### config.mk
export PLATFORM = sky130hd
export DESIGN_NAME = nvme_queue_pair_engine
export DESIGN_NICKNAME = d
export VERILOG_FILES = /design/src/rtl/nvqp_pkg.sv /design/src/rtl/nvqp_cpl_store.sv /design/src/rtl/nvme_queue_pair_engine.sv
export SDC_FILE = /design/constraint.sdc
export NUM_CORES = 2
export LEC_CHECK = 0
export BUFFER_PORTS_ARGS = -buffer_cell sky130_fd_sc_hd__buf_2
export CORE_MARGIN = 1.5
export CORE_UTILIZATION = 47
export DETAILED_ROUTE_END_ITERATION = 10
export HOLD_SLACK_MARGIN = 0.15
export SYNTH_ARGS = -nofsm -noshare
export SYNTH_HDL_FRONTEND = slang
export SYNTH_SLANG_ARGS = --single-unit
### constraint.sdc
create_clock -name clock -period 10.61 [get_ports clock]
set_clock_uncertainty 0.2 [all_clocks]
set_input_delay 3.183 -clock clock [delete_from_list [all_inputs] [get_ports clock]]
set_output_delay 3.183 -clock clock [all_outputs]
set_load 0.02 [all_outputs]
### src/rtl/nvqp_pkg.sv
// Shared types and constants for the NVMe queue pair engine.
`default_nettype none

package nvqp_pkg;

   localparam int SQ_DEPTH = 64;
   localparam int CQ_DEPTH = 32;
   localparam int SQ_IDX_W = $clog2(SQ_DEPTH);
   localparam int CQ_IDX_W = $clog2(CQ_DEPTH);
   localparam int SQ_CNT_W = SQ_IDX_W + 1;
   localparam int CQ_CNT_W = CQ_IDX_W + 1;

   localparam int STATUS_CODE_W = 11;
   localparam int REQ_DATA_W = 104;
   localparam int RSP_DATA_W = 192;

   localparam logic [31:0] DB_BASE     = 32'h0000_1000;
   localparam logic [31:0] DWORD0_KEEP = 32'hFFFF_0000;

   typedef enum logic [1:0] {
      REQ_SUBMIT    = 2'd0,
      REQ_CPL_WRITE = 2'd1,
      REQ_PROCESS   = 2'd2,
      REQ_STAT      = 2'd3
   } req_kind_type;

   typedef enum logic [2:0] {
      RSP_SUBMITTED  = 3'd0,
      RSP_REJECTED   = 3'd1,
      RSP_COMPLETION = 3'd2,
      RSP_DONE       = 3'd3,
      RSP_STAT       = 3'd4,
      RSP_WRITE_ACK  = 3'd5
   } rsp_kind_type;

   typedef enum logic [1:0] {
      STAT_SUBMIT   = 2'd0,
      STAT_COMPLETE = 2'd1,
      STAT_ERROR    = 2'd2
   } stat_sel_type;

   typedef enum logic [1:0] {
      CSR_SQ_SIZE   = 2'd0,
      CSR_CQ_SIZE   = 2'd1,
      CSR_QUEUE_ID  = 2'd2,
      CSR_DB_STRIDE = 2'd3
   } csr_index_type;

   typedef enum logic [2:0] {
      ST_IDLE,
      ST_WALK_RD,
      ST_WALK_CHK,
      ST_WALK_CTX,
      ST_DONE
   } nvqp_state_type;

   // request payload, last field in the lowest bits
   typedef struct packed {
      logic [1:0]          stat_select;
      logic [15:0]         max_completions;
      logic [15:0]         cpl_status;
      logic [15:0]         cpl_cid;
      logic [CQ_IDX_W-1:0] cq_slot;
      logic [15:0]         ctx_tag;
      logic [31:0]         cmd_dword0;
   } req_data_type;

   // response payload, last field in the lowest bits
   typedef struct packed {
      logic [63:0]              count;
      logic [15:0]              doorbell_value;
      logic [31:0]              doorbell_addr;
      logic                     doorbell_valid;
      logic                     is_error;
      logic [STATUS_CODE_W-1:0] status_code;
      logic [15:0]              ctx_out;
      logic [31:0]              sq_dword0;
      logic [15:0]              command_id;
   } rsp_data_type;

   typedef struct packed {
      logic [15:0] cid;
      logic [15:0] status;
   } cpl_entry_type;

   typedef struct packed {
      logic                en;
      logic [CQ_IDX_W-1:0] slot;
      cpl_entry_type       entry;
   } cpl_wr_type;

   typedef struct packed {
      logic                en;
      logic [CQ_IDX_W-1:0] addr;
   } cpl_rd_type;

endpackage

`default_nettype wire

### src/rtl/nvqp_cpl_store.sv
// Completion queue store: one write port, one registered read port, per-entry valid bits.
`default_nettype none

module nvqp_cpl_store (
   input  wire logic                   clock,
   input  wire logic                   reset,
   input  wire nvqp_pkg::cpl_wr_type   wr,
   input  wire nvqp_pkg::cpl_rd_type   rd,
   output nvqp_pkg::cpl_entry_type     rd_entry
);
   import nvqp_pkg::*;

   cpl_entry_type       store_mem [CQ_DEPTH];
   cpl_entry_type       rd_data_ff;
   logic                rd_valid_ff;
   logic                rd_valid_in;
   logic [CQ_DEPTH-1:0] valid_ff;
   logic [CQ_DEPTH-1:0] valid_in;

   // never-written entries read as the cleared value
   always_comb begin
      valid_in = valid_ff;
      if (wr.en) begin
         valid_in[wr.slot] = 1'b1;
      end
      rd_valid_in = rd.en ? valid_ff[rd.addr] : rd_valid_ff;
   end

   always_ff @(posedge clock) begin
      if (reset) begin
         valid_ff    <= '0;
         rd_valid_ff <= 1'b0;
      end else begin
         valid_ff    <= valid_in;
         rd_valid_ff <= rd_valid_in;
      end
   end

   always_ff @(posedge clock) begin
      if (wr.en) begin
         store_mem[wr.slot] <= wr.entry;
      end
      if (rd.en) begin
         rd_data_ff <= store_mem[rd.addr];
      end
   end

   assign rd_entry = rd_valid_ff ? rd_data_ff : '0;

endmodule

`default_nettype wire

### src/rtl/nvme_queue_pair_engine.sv
// Top level of the NVMe queue pair engine: request decode, completion walk, response register.
`default_nettype none

// Host side of one NVMe submission/completion queue pair. A submit request
// (req_tuser = 0) stamps the SQ tail into the low half of command dword 0 as
// the command id, keeps the context tag under that id, advances the tail and
// returns one response with the SQ doorbell write; when outstanding commands
// reach the queue size minus one it is rejected instead. A completion write
// (1) stores a device entry in the CQ store, a process request (2) walks that
// store from the head, returning one response per entry whose phase matches
// and then a closing response with the count and the CQ doorbell write, and a
// statistic request (3) returns one 64-bit total. The last response of every
// request carries tlast. Submit, completion write and statistic requests can
// follow back to back while responses are taken. A process request steps
// through a CQ store read, a context store read and a response load for each
// delivered entry, as the two memory reads depend on each other; a stalled
// response port adds its wait. Both stores clear at reset through per-entry
// valid bits, so there is no clearing pass. The user must write registers on
// the csr_ port only while no request is in flight; the block has no check.

module nvme_queue_pair_engine (
   input  wire logic         clock,
   input  wire logic         reset,
   // request channel
   input  wire logic         req_tvalid,
   output logic              req_tready,
   // tdata: cmd_dword0, ctx_tag, cq_slot, cpl_cid, cpl_status,
   //        max_completions, stat_select (lowest bits first), zero pad
   input  wire logic [103:0] req_tdata,
   // tuser: req_type
   input  wire logic [1:0]   req_tuser,
   // response channel
   output logic              rsp_tvalid,
   input  wire logic         rsp_tready,
   // tdata: command_id, sq_dword0, ctx_out, status_code, is_error,
   //        doorbell_valid, doorbell_addr, doorbell_value, count, zero pad
   output logic [191:0]      rsp_tdata,
   // tuser: kind
   output logic [2:0]        rsp_tuser,
   output logic              rsp_tlast,
   // register write port
   input  wire logic         csr_we,
   input  wire logic [1:0]   csr_index,
   input  wire logic [16:0]  csr_wdata
);
   import nvqp_pkg::*;

   // effective queue sizes: log2 of zero counts as one, clamped to the store
   function automatic logic [SQ_CNT_W-1:0] sq_size(input logic [2:0] lg);
      logic [2:0] l;
      l = (lg == 3'd0) ? 3'd1 : lg;
      if (32'(l) >= SQ_IDX_W) sq_size = SQ_CNT_W'(SQ_DEPTH);
      else sq_size = SQ_CNT_W'(1) << l;
   endfunction

   function automatic logic [CQ_CNT_W-1:0] cq_size(input logic [2:0] lg);
      logic [2:0] l;
      l = (lg == 3'd0) ? 3'd1 : lg;
      if (32'(l) >= CQ_IDX_W) cq_size = CQ_CNT_W'(CQ_DEPTH);
      else cq_size = CQ_CNT_W'(1) << l;
   endfunction

   // doorbell offset: base + (2*qid + which) * stride, modulo 2^32
   function automatic logic [31:0] db_addr(input logic [15:0] qid, input logic which,
                                           input logic [16:0] stride);
      logic [33:0] prod;
      prod = {qid, which} * stride;
      db_addr = DB_BASE + prod[31:0];
   endfunction

   // configuration
   logic [2:0]  sq_log2_ff, sq_log2_in;
   logic [2:0]  cq_log2_ff, cq_log2_in;
   logic [15:0] queue_id_ff, queue_id_in;
   logic [16:0] db_stride_ff, db_stride_in;

   // queue state
   nvqp_state_type      state_ff, state_in;
   logic [SQ_IDX_W-1:0] sq_tail_ff, sq_tail_in;
   logic [SQ_CNT_W-1:0] outstanding_ff, outstanding_in;
   logic [CQ_IDX_W-1:0] cq_head_ff, cq_head_in;
   logic                cq_phase_ff, cq_phase_in;
   logic [63:0]         submit_total_ff, submit_total_in;
   logic [63:0]         complete_total_ff, complete_total_in;
   logic [63:0]         error_total_ff, error_total_in;
   logic [CQ_CNT_W-1:0] lim_ff, lim_in;
   logic [CQ_CNT_W-1:0] walk_n_ff, walk_n_in;

   // context store
   logic [15:0]         ctx_mem [SQ_DEPTH];
   logic [SQ_DEPTH-1:0] ctx_valid_ff, ctx_valid_in;
   logic [15:0]         ctx_rd_ff;
   logic                ctx_rd_valid_ff;
   logic                ctx_wr_en;
   logic                ctx_rd_en;
   logic                ctx_clear;
   logic [SQ_IDX_W-1:0] ctx_rd_addr;

   // completion store
   cpl_wr_type    cpl_wr;
   cpl_rd_type    cpl_rd;
   cpl_entry_type cpl_entry;

   // response register
   logic         rsp_valid_ff, rsp_valid_in;
   rsp_kind_type rsp_kind_ff, rsp_kind_in;
   rsp_data_type rsp_data_ff, rsp_data_in;
   logic         rsp_last_ff, rsp_last_in;
   logic         rsp_load;

   // request decode helpers
   req_data_type        req;
   logic                req_fire;
   logic                out_free;
   logic [SQ_CNT_W-1:0] sqs;
   logic [CQ_CNT_W-1:0] cqs;
   logic                sq_full;
   logic [SQ_CNT_W-1:0] tail_inc;
   logic [CQ_CNT_W-1:0] head_inc;
   logic                cid_in_range;
   logic [15:0]         ctx_value;
   logic [STATUS_CODE_W-1:0] status_code;

   assign req       = req_data_type'(req_tdata[$bits(req_data_type)-1:0]);
   assign out_free  = !rsp_valid_ff || rsp_tready;
   assign req_tready = (state_ff == ST_IDLE) && out_free;
   assign req_fire  = req_tvalid && req_tready;

   assign sqs      = sq_size(sq_log2_ff);
   assign cqs      = cq_size(cq_log2_ff);
   assign sq_full  = SQ_CNT_W'(outstanding_ff + 1'b1) >= sqs;
   assign tail_inc = SQ_CNT_W'(sq_tail_ff) + 1'b1;
   assign head_inc = CQ_CNT_W'(cq_head_ff) + 1'b1;

   assign cid_in_range = 32'(cpl_entry.cid) < SQ_DEPTH;
   assign ctx_rd_addr  = cpl_entry.cid[SQ_IDX_W-1:0];
   assign ctx_value    = (cid_in_range && ctx_rd_valid_ff) ? ctx_rd_ff : 16'd0;
   assign status_code  = cpl_entry.status[STATUS_CODE_W:1];

   nvqp_cpl_store u_cpl_store (
      .clock    (clock),
      .reset    (reset),
      .wr       (cpl_wr),
      .rd       (cpl_rd),
      .rd_entry (cpl_entry)
   );

   // next state and response build
   always_comb begin
      state_in          = state_ff;
      sq_log2_in        = sq_log2_ff;
      cq_log2_in        = cq_log2_ff;
      queue_id_in       = queue_id_ff;
      db_stride_in      = db_stride_ff;
      sq_tail_in        = sq_tail_ff;
      outstanding_in    = outstanding_ff;
      cq_head_in        = cq_head_ff;
      cq_phase_in       = cq_phase_ff;
      submit_total_in   = submit_total_ff;
      complete_total_in = complete_total_ff;
      error_total_in    = error_total_ff;
      lim_in            = lim_ff;
      walk_n_in         = walk_n_ff;
      ctx_wr_en         = 1'b0;
      ctx_rd_en         = 1'b0;
      ctx_clear         = 1'b0;
      cpl_wr            = '0;
      cpl_rd            = '0;
      rsp_load          = 1'b0;
      rsp_kind_in       = rsp_kind_ff;
      rsp_data_in       = '0;
      rsp_last_in       = 1'b0;

      if (csr_we) begin
         case (csr_index)
            CSR_SQ_SIZE:   sq_log2_in   = csr_wdata[2:0];
            CSR_CQ_SIZE:   cq_log2_in   = csr_wdata[2:0];
            CSR_QUEUE_ID:  queue_id_in  = csr_wdata[15:0];
            CSR_DB_STRIDE: db_stride_in = csr_wdata;
            default: ;
         endcase
      end

      case (state_ff)
         ST_IDLE: begin
            if (req_fire) begin
               case (req_tuser)
                  REQ_SUBMIT: begin
                     rsp_load    = 1'b1;
                     rsp_last_in = 1'b1;
                     if (sq_full) begin
                        rsp_kind_in = RSP_REJECTED;
                     end else begin
                        ctx_wr_en       = 1'b1;
                        sq_tail_in      = (tail_inc >= sqs) ? '0 : tail_inc[SQ_IDX_W-1:0];
                        outstanding_in  = outstanding_ff + 1'b1;
                        submit_total_in = submit_total_ff + 64'd1;
                        rsp_kind_in     = RSP_SUBMITTED;
                        rsp_data_in.command_id     = 16'(sq_tail_ff);
                        rsp_data_in.sq_dword0      = (req.cmd_dword0 & DWORD0_KEEP)
                                                     | 32'(sq_tail_ff);
                        rsp_data_in.doorbell_valid = 1'b1;
                        rsp_data_in.doorbell_addr  = db_addr(queue_id_ff, 1'b0,
                                                             db_stride_ff);
                        rsp_data_in.doorbell_value = 16'(sq_tail_in);
                     end
                  end
                  REQ_CPL_WRITE: begin
                     cpl_wr.en           = 1'b1;
                     cpl_wr.slot         = req.cq_slot;
                     cpl_wr.entry.cid    = req.cpl_cid;
                     cpl_wr.entry.status = req.cpl_status;
                     rsp_load            = 1'b1;
                     rsp_last_in         = 1'b1;
                     rsp_kind_in         = RSP_WRITE_ACK;
                  end
                  REQ_PROCESS: begin
                     if (req.max_completions == 16'd0 || req.max_completions > 16'(cqs)) begin
                        lim_in = cqs;
                     end else begin
                        lim_in = req.max_completions[CQ_CNT_W-1:0];
                     end
                     walk_n_in = '0;
                     state_in  = ST_WALK_RD;
                  end
                  REQ_STAT: begin
                     rsp_load    = 1'b1;
                     rsp_last_in = 1'b1;
                     rsp_kind_in = RSP_STAT;
                     case (req.stat_select)
                        STAT_SUBMIT:   rsp_data_in.count = submit_total_ff;
                        STAT_COMPLETE: rsp_data_in.count = complete_total_ff;
                        STAT_ERROR:    rsp_data_in.count = error_total_ff;
                        default:       rsp_data_in.count = 64'd0;
                     endcase
                  end
                  default: ;
               endcase
            end
         end

         // stop on the limit, otherwise fetch the head entry
         ST_WALK_RD: begin
            if (walk_n_ff >= lim_ff) begin
               state_in = ST_DONE;
            end else begin
               cpl_rd.en   = 1'b1;
               cpl_rd.addr = cq_head_ff;
               state_in    = ST_WALK_CHK;
            end
         end

         // phase mismatch ends the walk; else fetch the stored context
         ST_WALK_CHK: begin
            if (cpl_entry.status[0] != cq_phase_ff) begin
               state_in = ST_DONE;
            end else begin
               ctx_rd_en = 1'b1;
               state_in  = ST_WALK_CTX;
            end
         end

         ST_WALK_CTX: begin
            if (out_free) begin
               rsp_load    = 1'b1;
               rsp_kind_in = RSP_COMPLETION;
               rsp_data_in.command_id  = cpl_entry.cid;
               rsp_data_in.ctx_out     = ctx_value;
               rsp_data_in.status_code = status_code;
               rsp_data_in.is_error    = status_code != '0;
               ctx_clear         = cid_in_range;
               complete_total_in = complete_total_ff + 64'd1;
               if (outstanding_ff != '0) begin
                  outstanding_in = outstanding_ff - 1'b1;
               end
               if (status_code != '0) begin
                  error_total_in = error_total_ff + 64'd1;
               end
               if (head_inc >= cqs) begin
                  cq_head_in  = '0;
                  cq_phase_in = !cq_phase_ff;
               end else begin
                  cq_head_in = head_inc[CQ_IDX_W-1:0];
               end
               walk_n_in = walk_n_ff + 1'b1;
               state_in  = ST_WALK_RD;
            end
         end

         ST_DONE: begin
            if (out_free) begin
               rsp_load          = 1'b1;
               rsp_last_in       = 1'b1;
               rsp_kind_in       = RSP_DONE;
               rsp_data_in.count = 64'(walk_n_ff);
               if (walk_n_ff != '0) begin
                  rsp_data_in.doorbell_valid = 1'b1;
                  rsp_data_in.doorbell_addr  = db_addr(queue_id_ff, 1'b1, db_stride_ff);
                  rsp_data_in.doorbell_value = 16'(cq_head_ff);
               end
               state_in = ST_IDLE;
            end
         end

         default: state_in = ST_IDLE;
      endcase

      rsp_valid_in = rsp_load || (rsp_valid_ff && !rsp_tready);
   end

   // context valid bits: set on submit, cleared on delivery
   always_comb begin
      ctx_valid_in = ctx_valid_ff;
      if (ctx_wr_en) begin
         ctx_valid_in[sq_tail_ff] = 1'b1;
      end
      if (ctx_clear) begin
         ctx_valid_in[ctx_rd_addr] = 1'b0;
      end
   end

   always_ff @(posedge clock) begin
      if (reset) begin
         state_ff          <= ST_IDLE;
         sq_log2_ff        <= 3'd6;
         cq_log2_ff        <= 3'd5;
         queue_id_ff       <= 16'd0;
         db_stride_ff      <= 17'd4;
         sq_tail_ff        <= '0;
         outstanding_ff    <= '0;
         cq_head_ff        <= '0;
         cq_phase_ff       <= 1'b1;
         submit_total_ff   <= 64'd0;
         complete_total_ff <= 64'd0;
         error_total_ff    <= 64'd0;
         lim_ff            <= '0;
         walk_n_ff         <= '0;
         ctx_valid_ff      <= '0;
         rsp_valid_ff      <= 1'b0;
      end else begin
         state_ff          <= state_in;
         sq_log2_ff        <= sq_log2_in;
         cq_log2_ff        <= cq_log2_in;
         queue_id_ff       <= queue_id_in;
         db_stride_ff      <= db_stride_in;
         sq_tail_ff        <= sq_tail_in;
         outstanding_ff    <= outstanding_in;
         cq_head_ff        <= cq_head_in;
         cq_phase_ff       <= cq_phase_in;
         submit_total_ff   <= submit_total_in;
         complete_total_ff <= complete_total_in;
         error_total_ff    <= error_total_in;
         lim_ff            <= lim_in;
         walk_n_ff         <= walk_n_in;
         ctx_valid_ff      <= ctx_valid_in;
         rsp_valid_ff      <= rsp_valid_in;
      end
   end

   // response payload
   always_ff @(posedge clock) begin
      if (rsp_load) begin
         rsp_kind_ff <= rsp_kind_in;
         rsp_data_ff <= rsp_data_in;
         rsp_last_ff <= rsp_last_in;
      end
   end

   // context store
   always_ff @(posedge clock) begin
      if (ctx_wr_en) begin
         ctx_mem[sq_tail_ff] <= req.ctx_tag;
      end
      if (ctx_rd_en) begin
         ctx_rd_ff       <= ctx_mem[ctx_rd_addr];
         ctx_rd_valid_ff <= ctx_valid_ff[ctx_rd_addr];
      end
   end

   assign rsp_tvalid = rsp_valid_ff;
   assign rsp_tdata  = RSP_DATA_W'(rsp_data_ff);
   assign rsp_tuser  = rsp_kind_ff;
   assign rsp_tlast  = rsp_last_ff;

   // an accepted submission into a non-full queue adds one outstanding command
   a_submit_count: assert property (@(posedge clock) disable iff (reset)
      (req_fire && req_tuser == REQ_SUBMIT && !sq_full)
      |=> outstanding_ff == SQ_CNT_W'($past(outstanding_ff) + 1'b1))
      else $error("outstanding count did not advance on submission");

   // the walk never delivers more entries than its limit
   a_walk_limit: assert property (@(posedge clock) disable iff (reset)
      (state_ff != ST_IDLE) |-> walk_n_ff <= lim_ff)
      else $error("completion walk ran past its limit");

   // the expected phase only flips as the head wraps to slot zero
   a_phase_wrap: assert property (@(posedge clock) disable iff (reset)
      !$stable(cq_phase_ff) |-> cq_head_ff == '0)
      else $error("phase flipped without head wrap");

   // closing response rings the CQ doorbell exactly when entries were delivered
   a_done_doorbell: assert property (@(posedge clock) disable iff (reset)
      (rsp_valid_ff && rsp_kind_ff == RSP_DONE)
      |-> rsp_data_ff.doorbell_valid == (rsp_data_ff.count != 64'd0))
      else $error("CQ doorbell does not match completion count");

endmodule

`default_nettype wire

# Word-level counts from Yosys, hierarchy flattened
# Memory sizes are Yosys's and may differ from the RTL's. A register that Yosys moved wholly into a read port is not among the register bits.
# Index checks and enable logic that the tools add are counted.
totals:
  ff_bits: 557
  latch_bits: 0
  ramBits: 2048
  romBits: 0
  in_bits: 130
  output_inout_bits: 198
  word_cells: 211
  memories: 2
mem_list:
  columns: ["memory", "words", "width", "rd", "rd_clocked_by_memory_dff", "write_ports", "line", "source"]
  rows:
  - ["ctx_mem", 64, 16, 1, 1, 1, "nvme_queue_pair_engine.sv:90", "logic [15:0] ctx_mem [SQ_DEPTH];"]
  - ["u_cpl_store.store_mem", 32, 32, 1, 1, 1, "nvqp_cpl_store.sv:13", "cpl_entry_type store_mem [CQ_DEPTH];"]
op_classes:
  n_addsub: 10
  mul: 2
  div_mod_pow: 0
  magnitude_cmp: 15
  n_eq_ne: 21
  shift: 2
  n_mux: 78
  n_bitwise: 9
  n_reduce_logical: 42
ops:
  columns: ["op", "count"]
  rows:
  - ["$pmux 113 s2", 1]
  - ["$add 64x1->64 const B", 3]
  - ["$mux 64", 3]
  - ["$pmux 64 s3", 1]
  - ["$mux 38", 4]
  - ["$mux 113", 1]
  - ["$add 13x32->32 const A", 2]
  - ["$and 64x64->64", 1]
  - ["$not 64->64", 1]
  - ["$or 64x64->64", 1]
  - ["$mux 55", 1]
  - ["$mux 6", 9]
  - ["$mux 49", 1]
  - ["$mux 16", 3]
  - ["$mux 7", 6]
  - ["$mux 39", 1]
  - ["$mux 3", 11]
  - ["$mul 17x17->32", 1]
  - ["$mux 32", 1]
  - ["$or 32x32->32", 1]
  - ["$or 32x6->32", 1]
  - ["$pmux 16 s2", 1]
  - ["$mul 16x17->31", 1]
  - ["$mux 1", 21]
  - ["54 further kinds", 102]

# Logic depth before layout (Yosys ltp)
depth:
  ltp_word: 12
  ltp_mapped: 28
  ltp_nobuf: 26

# Modules after synthesis
# From an unflattened synthesis, not the netlist that was laid out.
hier_totals:
  cells_unflattened: 7993
  area_unflattened_um2: 118625.0
modules_own_cells:
  columns: ["mod", "n_inst", "cells_each", "area_per_inst_um2", "seq_area_each_um2"]
  rows:
  - ["nvme_queue_pair_engine", 1, 6284, 77317.9, 43061.3]
  - ["nvqp_cpl_store", 1, 1709, 41307.1, 32371.0]

# Worst setup path before layout
# No wires, ideal clock.
synth_timing:
  kind: "input port to flip-flop"
  startpoint: "input port rsp_tready"
  endpoint: "register rsp_data_ff (netlist bit rsp_tdata[0]), enable pin"
  setup_time_ns: 0.561
  arrival_ns: 8.004
  required_time_ns: 9.849
  setup_slack_ns: 1.845
  path_stages: 6
  path_buffers: 1
  path_cell_list: "nor2b_1 -> clkbuf_1 -> nor2_1 -> nand3_1 -> o22ai_1 -> nand2b_1"
synth_via:
  elab_chain_cells: 5
  word_cells_on_any_way: 6
  classes_between: "mux: 3; reduce/logical: 3"
synth_lines:
  columns: ["item", "line", "source"]
  rows:
  - ["start, declared", "nvme_queue_pair_engine.sv:34", "input wire logic rsp_tready,"]
  - ["$logic_or 1x1->1 (*)", "nvme_queue_pair_engine.sv:125", "assign out_free = !rsp_valid_ff || rsp_tready;"]
  - ["$logic_and 1x1->1", "nvme_queue_pair_engine.sv:126", "assign req_tready = (state_ff == ST_IDLE) && out_free;"]
  - ["$logic_and 1x1->1", "nvme_queue_pair_engine.sv:127", "assign req_fire = req_tvalid && req_tready;"]
  - ["$mux 1", "nvme_queue_pair_engine.sv:186", "if (req_fire) begin"]
  - ["$pmux 1 s2 (*)", "nvme_queue_pair_engine.sv:184", "case (state_ff)"]
  - ["net rsp_load", "nvme_queue_pair_engine.sv:109", "logic rsp_load;"]
  - ["end signal, assigned", "nvme_queue_pair_engine.sv:364", "rsp_data_ff <= rsp_data_in;"]
  - ["end, declared", "nvme_queue_pair_engine.sv:107", "rsp_data_type rsp_data_ff, rsp_data_in;"]
# Mark *: on every way through the listed nets, which the timed path passes. The rest lies on a longest branch.
# A chain may end at the register's enable or synchronous reset.

==> impl_metrics.py <==
metrics = {
    "clocking": {
        "cts_hold_buf": 0,
        "numCtsBuffers": 282,
        "cts_resized": 0,
        "cts_setup_buffers": 0,
        "insertion_delay_ns": 0.94,
        "clk_pin_slew_ns": 0.06,
        "cts.sinks": 2501,
        "cts_buffer_depth": 4,
        "ctsRootBufferMaster": "clkbuf_16",
        "cts_htree_levels": 5,
        "cts_tree": "built",
    },
    "placed_design": {
        "gp_congestion": 0.886,
        "portBuffers": 283,
        "dpl.hpwl_um": 196000,
    },
    "flow_run": {
        "drv_cap": 0,
    },
    "layout": {
        "fin_nets": 9528,
        "drive_gt1_share_pct": 12.5,
        "layout_common_cells": "2138 x edfxtp_1, 748 x nand2_1, 546 x inv_1, 525 x nor2_1, 409 x fa_1",
        "layout_commonest_cell": "edfxtp_1",
        "area_growth_syn_to_layout_pct": 12.9,
    },
    "synthesis": {
        "syn-instance-count": 8397,
        "yosys.area.top_type": "edfxtp_1",
        "syn_avg_cell_area_um2": 13.5,
        "yosysTopAreaCellShare_pct": 56.5,
        "synth_edf_count": 2138,
        "netlist_area_um2": 114000,
        "ys_types": 89,
        "synthFlopType": "edfxtp_1",
        "yosysSeqAreaShare_pct": 62.8,
        "synthArstFlopShare_pct": 0,
        "yosys_warnings": 0,
        "synth.ff_latch_count": 2501,
        "synthTopCellsByArea": "edfxtp_1 56%, fa_1 7.2%, dfxtp_1 6.4%, ha_1 2.7%, nand2_1 2.5%",
    },
    "worst_hold_path": {
        "hold_path_depth": 1,
        "min-delay-path-class": "reg -> reg",
        "min_from": "u_cpl_store.valid_ff[1]$_SDFFE_PP0P_",
        "holdPathEnd": "u_cpl_store.valid_ff[1]$_SDFFE_PP0P_",
    },
    "timing": {
        "post-route-period-util_pct": 79.5,
        "slew_viol_final": 0,
        "min_period_ns": 8.43,
        "rsz0062_at_grt": "false",
        "hold_viol": 0,
        "finalSetupViolations": 0,
        "fmax_ghz": 0.119,
        "whs_ns": 0.266,
        "relSlewSlack_pct": 12.7,
        "worstMarginPinSlew_ns": 1.29,
        "final.setup.tns_ns": 0,
    },
    "global_route": {
        "grt_start_max_net_pins": 187,
        "antenna_found_initial": 23,
        "first_global_vias": 72300,
        "grt_overflow": 0,
        "grt_pass1_wl_um": 474000,
        "grt.total_usage_pct": 26.1,
    },
    "setup_path": {
        "reg2regPathDepth": 24,
        "cp.arrival_ns": 8.93,
        "reg2reg_slack_ns": 2.18,
        "r2r-start": "queue_id_ff[9]$_SDFFE_PP0P_",
        "path_class": "reg -> reg",
        "reg2reg_to": "rsp_tdata[108]$_DFFE_PP_",
        "required_ns": 11.11,
        "crit_path_max_fanout": 18,
        "worst_setup_path_start_kind": "register",
        "cp-end-kind": "register",
    },
    "drt": {
        "drcViolationCount": 0,
        "viasPerCell": 5.91,
        "num_vias": 71900,
        "final_antenna_net_count": 0,
        "wirelength_um": 320000,
        "drt_iter0_drc": 7868,
        "first_pass_iters": 8,
        "routedWlPerCell_um": 26.3,
    },
    "die": {
        "rows": 180,
        "die_y_um": 495,
        "start_util_pct": 47.3,
        "coreArea_um2": 241000,
        "dieArea_um2": 245000,
        "die_x_um": 495,
        "io_pins": 328,
    },
    "power_and_ir_drop": {
        "leakagePower_nw": 48.3,
        "ir_drop_mv": 0.175,
        "power_density_nw_per_um2": 161,
    },
    "status": {
        "status": "finished, final reports clean",
    },
}
==> cells by family (layout without fill, tap and decap cells) <==
kind of cell	after synthesis	count (layout)	synth area share [%]
simple gates	2342	2342	9.61
other cells	1	63	0.00330
xor+xnor	244	244	1.88
buf+inv	1001	1519	3.41
flops	2501	2501	62.8
fa+ha+maj	650	650	9.85
mux	360	360	4.46
compound gates	1298	1298	7.95
==> metal layers <==
metal	global-route usage, %	wire (um)
met4	9.48	11100
met5	0	74
met1	35.8	133000
met3	4.42	25100
met2	41.9	151000
==> flip-flops by register name, indices dropped and copies added, names as in the netlist, 3 cells and up <==
register	flops
rsp_tuser	3
complete_total_ff	64
walk_n_ff	6
lim_ff	6
sq_log2_ff	3
outstanding_ff	7
queue_id_ff	16
db_stride_ff	17
ctx_rd_ff	16
state_ff	3
error_total_ff	64
sq_tail_ff	6
u_cpl_store.store_mem	896
u_cpl_store.rd_data_ff	28
cq_log2_ff	3
ctx_mem	1024
u_cpl_store.valid_ff	32
submit_total_ff	64
cq_head_ff	5
rsp_tdata	169
ctx_valid_ff	64
==> report_power, final <==
| group | internal [mW] | switching (mW) |
|---|---|---|
| Sequential | 10.7 | 0.0442 |
| Combinational | 0.141 | 0.430 |
| Clock | 5.59 | 3.79 |
==> stage by stage <==
step,power (mW),cell area [um^2],instances,utilization [%],worst slack (ns)
6_report,20.7,128000,12200,53.4,2.18
5_1_grt,21.2,128000,12200,53.4,1.85
4_1_cts,20.8,128000,12100,53.3,2.19
3_5_place_dp,11.5,120000,11600,49.7,2.14
3_3_place_gp,11.5,120000,11600,49.7,2.19
2_1_floorplan,11.2,114000,8423,-,1.84
==> cell type report <==
| type | instances | area, um^2 |
|---|---|---|
| Fill cell | 19800 | 112000 |
| Sequential cell | 2501 | 71500 |
| Multi-Input combinational cell | 4921 | 39000 |
| Clock buffer | 375 | 7710 |
| Tap cell | 3185 | 3990 |
| Timing Repair Buffer | 496 | 3090 |
| Inverter | 546 | 2050 |
| Clock inverter | 102 | 1030 |
| Antenna cell | 36 | 90.1 |
==> synth_stat cells (14+ instances only) <==
master,n
edfxtp_1,2138
nand2_1,753
nor2_1,587
inv_1,546
fa_1,409
nand3_1,401
a21oi_1,374
dfxtp_1,363
clkbuf_1,340
ha_1,241
mux2i_1,230
and2_1,223
xor2_1,150
o21ai_0,149
a222oi_1,136
mux4_2,116
and3_1,111
a221oi_1,105
a22oi_1,96
a22o_1,94
xnor2_1,94
buf_1,85
a211oi_1,77
or3_1,51
nand4_1,47
o22ai_1,45
a31oi_1,44
nor3_1,34
a21o_1,33
buf_4,23
o21a_1,23
o22a_1,22
a311oi_1,21
nand2b_1,20
o211ai_1,19
and4_1,17
nand3b_1,15
nor4_1,15
mux2_2,14
==> worst max-delay path: stages, from the launching register on <==
cell and delay (ns):
dfxtp_1 1.08, and2_1 0.27, inv_1 0.07, fa_1 0.53, inv_1 0.04, ha_1 0.20, fa_1 0.50, inv_1 0.06
fa_1 0.56, inv_1 0.06, fa_1 0.48, inv_1 0.05, fa_1 0.47, inv_1 0.05, ha_1 0.36, a211oi_1 0.27
nor2_1 0.08, a311oi_1 0.43, nand2_1 0.22, xor2_1 0.30, nand4_1 0.22, or4_4 0.59, or4b_4 0.57, or3_1 0.35
a31o_1 0.23
==> worst max-delay path by stage <==
stage | start | to | slack [ns] | cells past startpoint
finish | queue_id_ff[9]$_SDFFE_PP0P_ | rsp_tdata[108]$_DFFE_PP_ | 2.18 | 24
global route | queue_id_ff[9]$_SDFFE_PP0P_ | rsp_tdata[108]$_DFFE_PP_ | 1.85 | 22
CTS | queue_id_ff[9]$_SDFFE_PP0P_ | rsp_tdata[108]$_DFFE_PP_ | 2.19 | 22
detailed placement | queue_id_ff[9]$_SDFFE_PP0P_ | rsp_tdata[108]$_DFFE_PP_ | 2.14 | 22
global placement | queue_id_ff[9]$_SDFFE_PP0P_ | rsp_tdata[108]$_DFFE_PP_ | 2.19 | 24
floorplan | rsp_tready | rsp_tdata[0]$_DFFE_PP_ | 1.84 | 6
(Power assumes the default switching activity.)
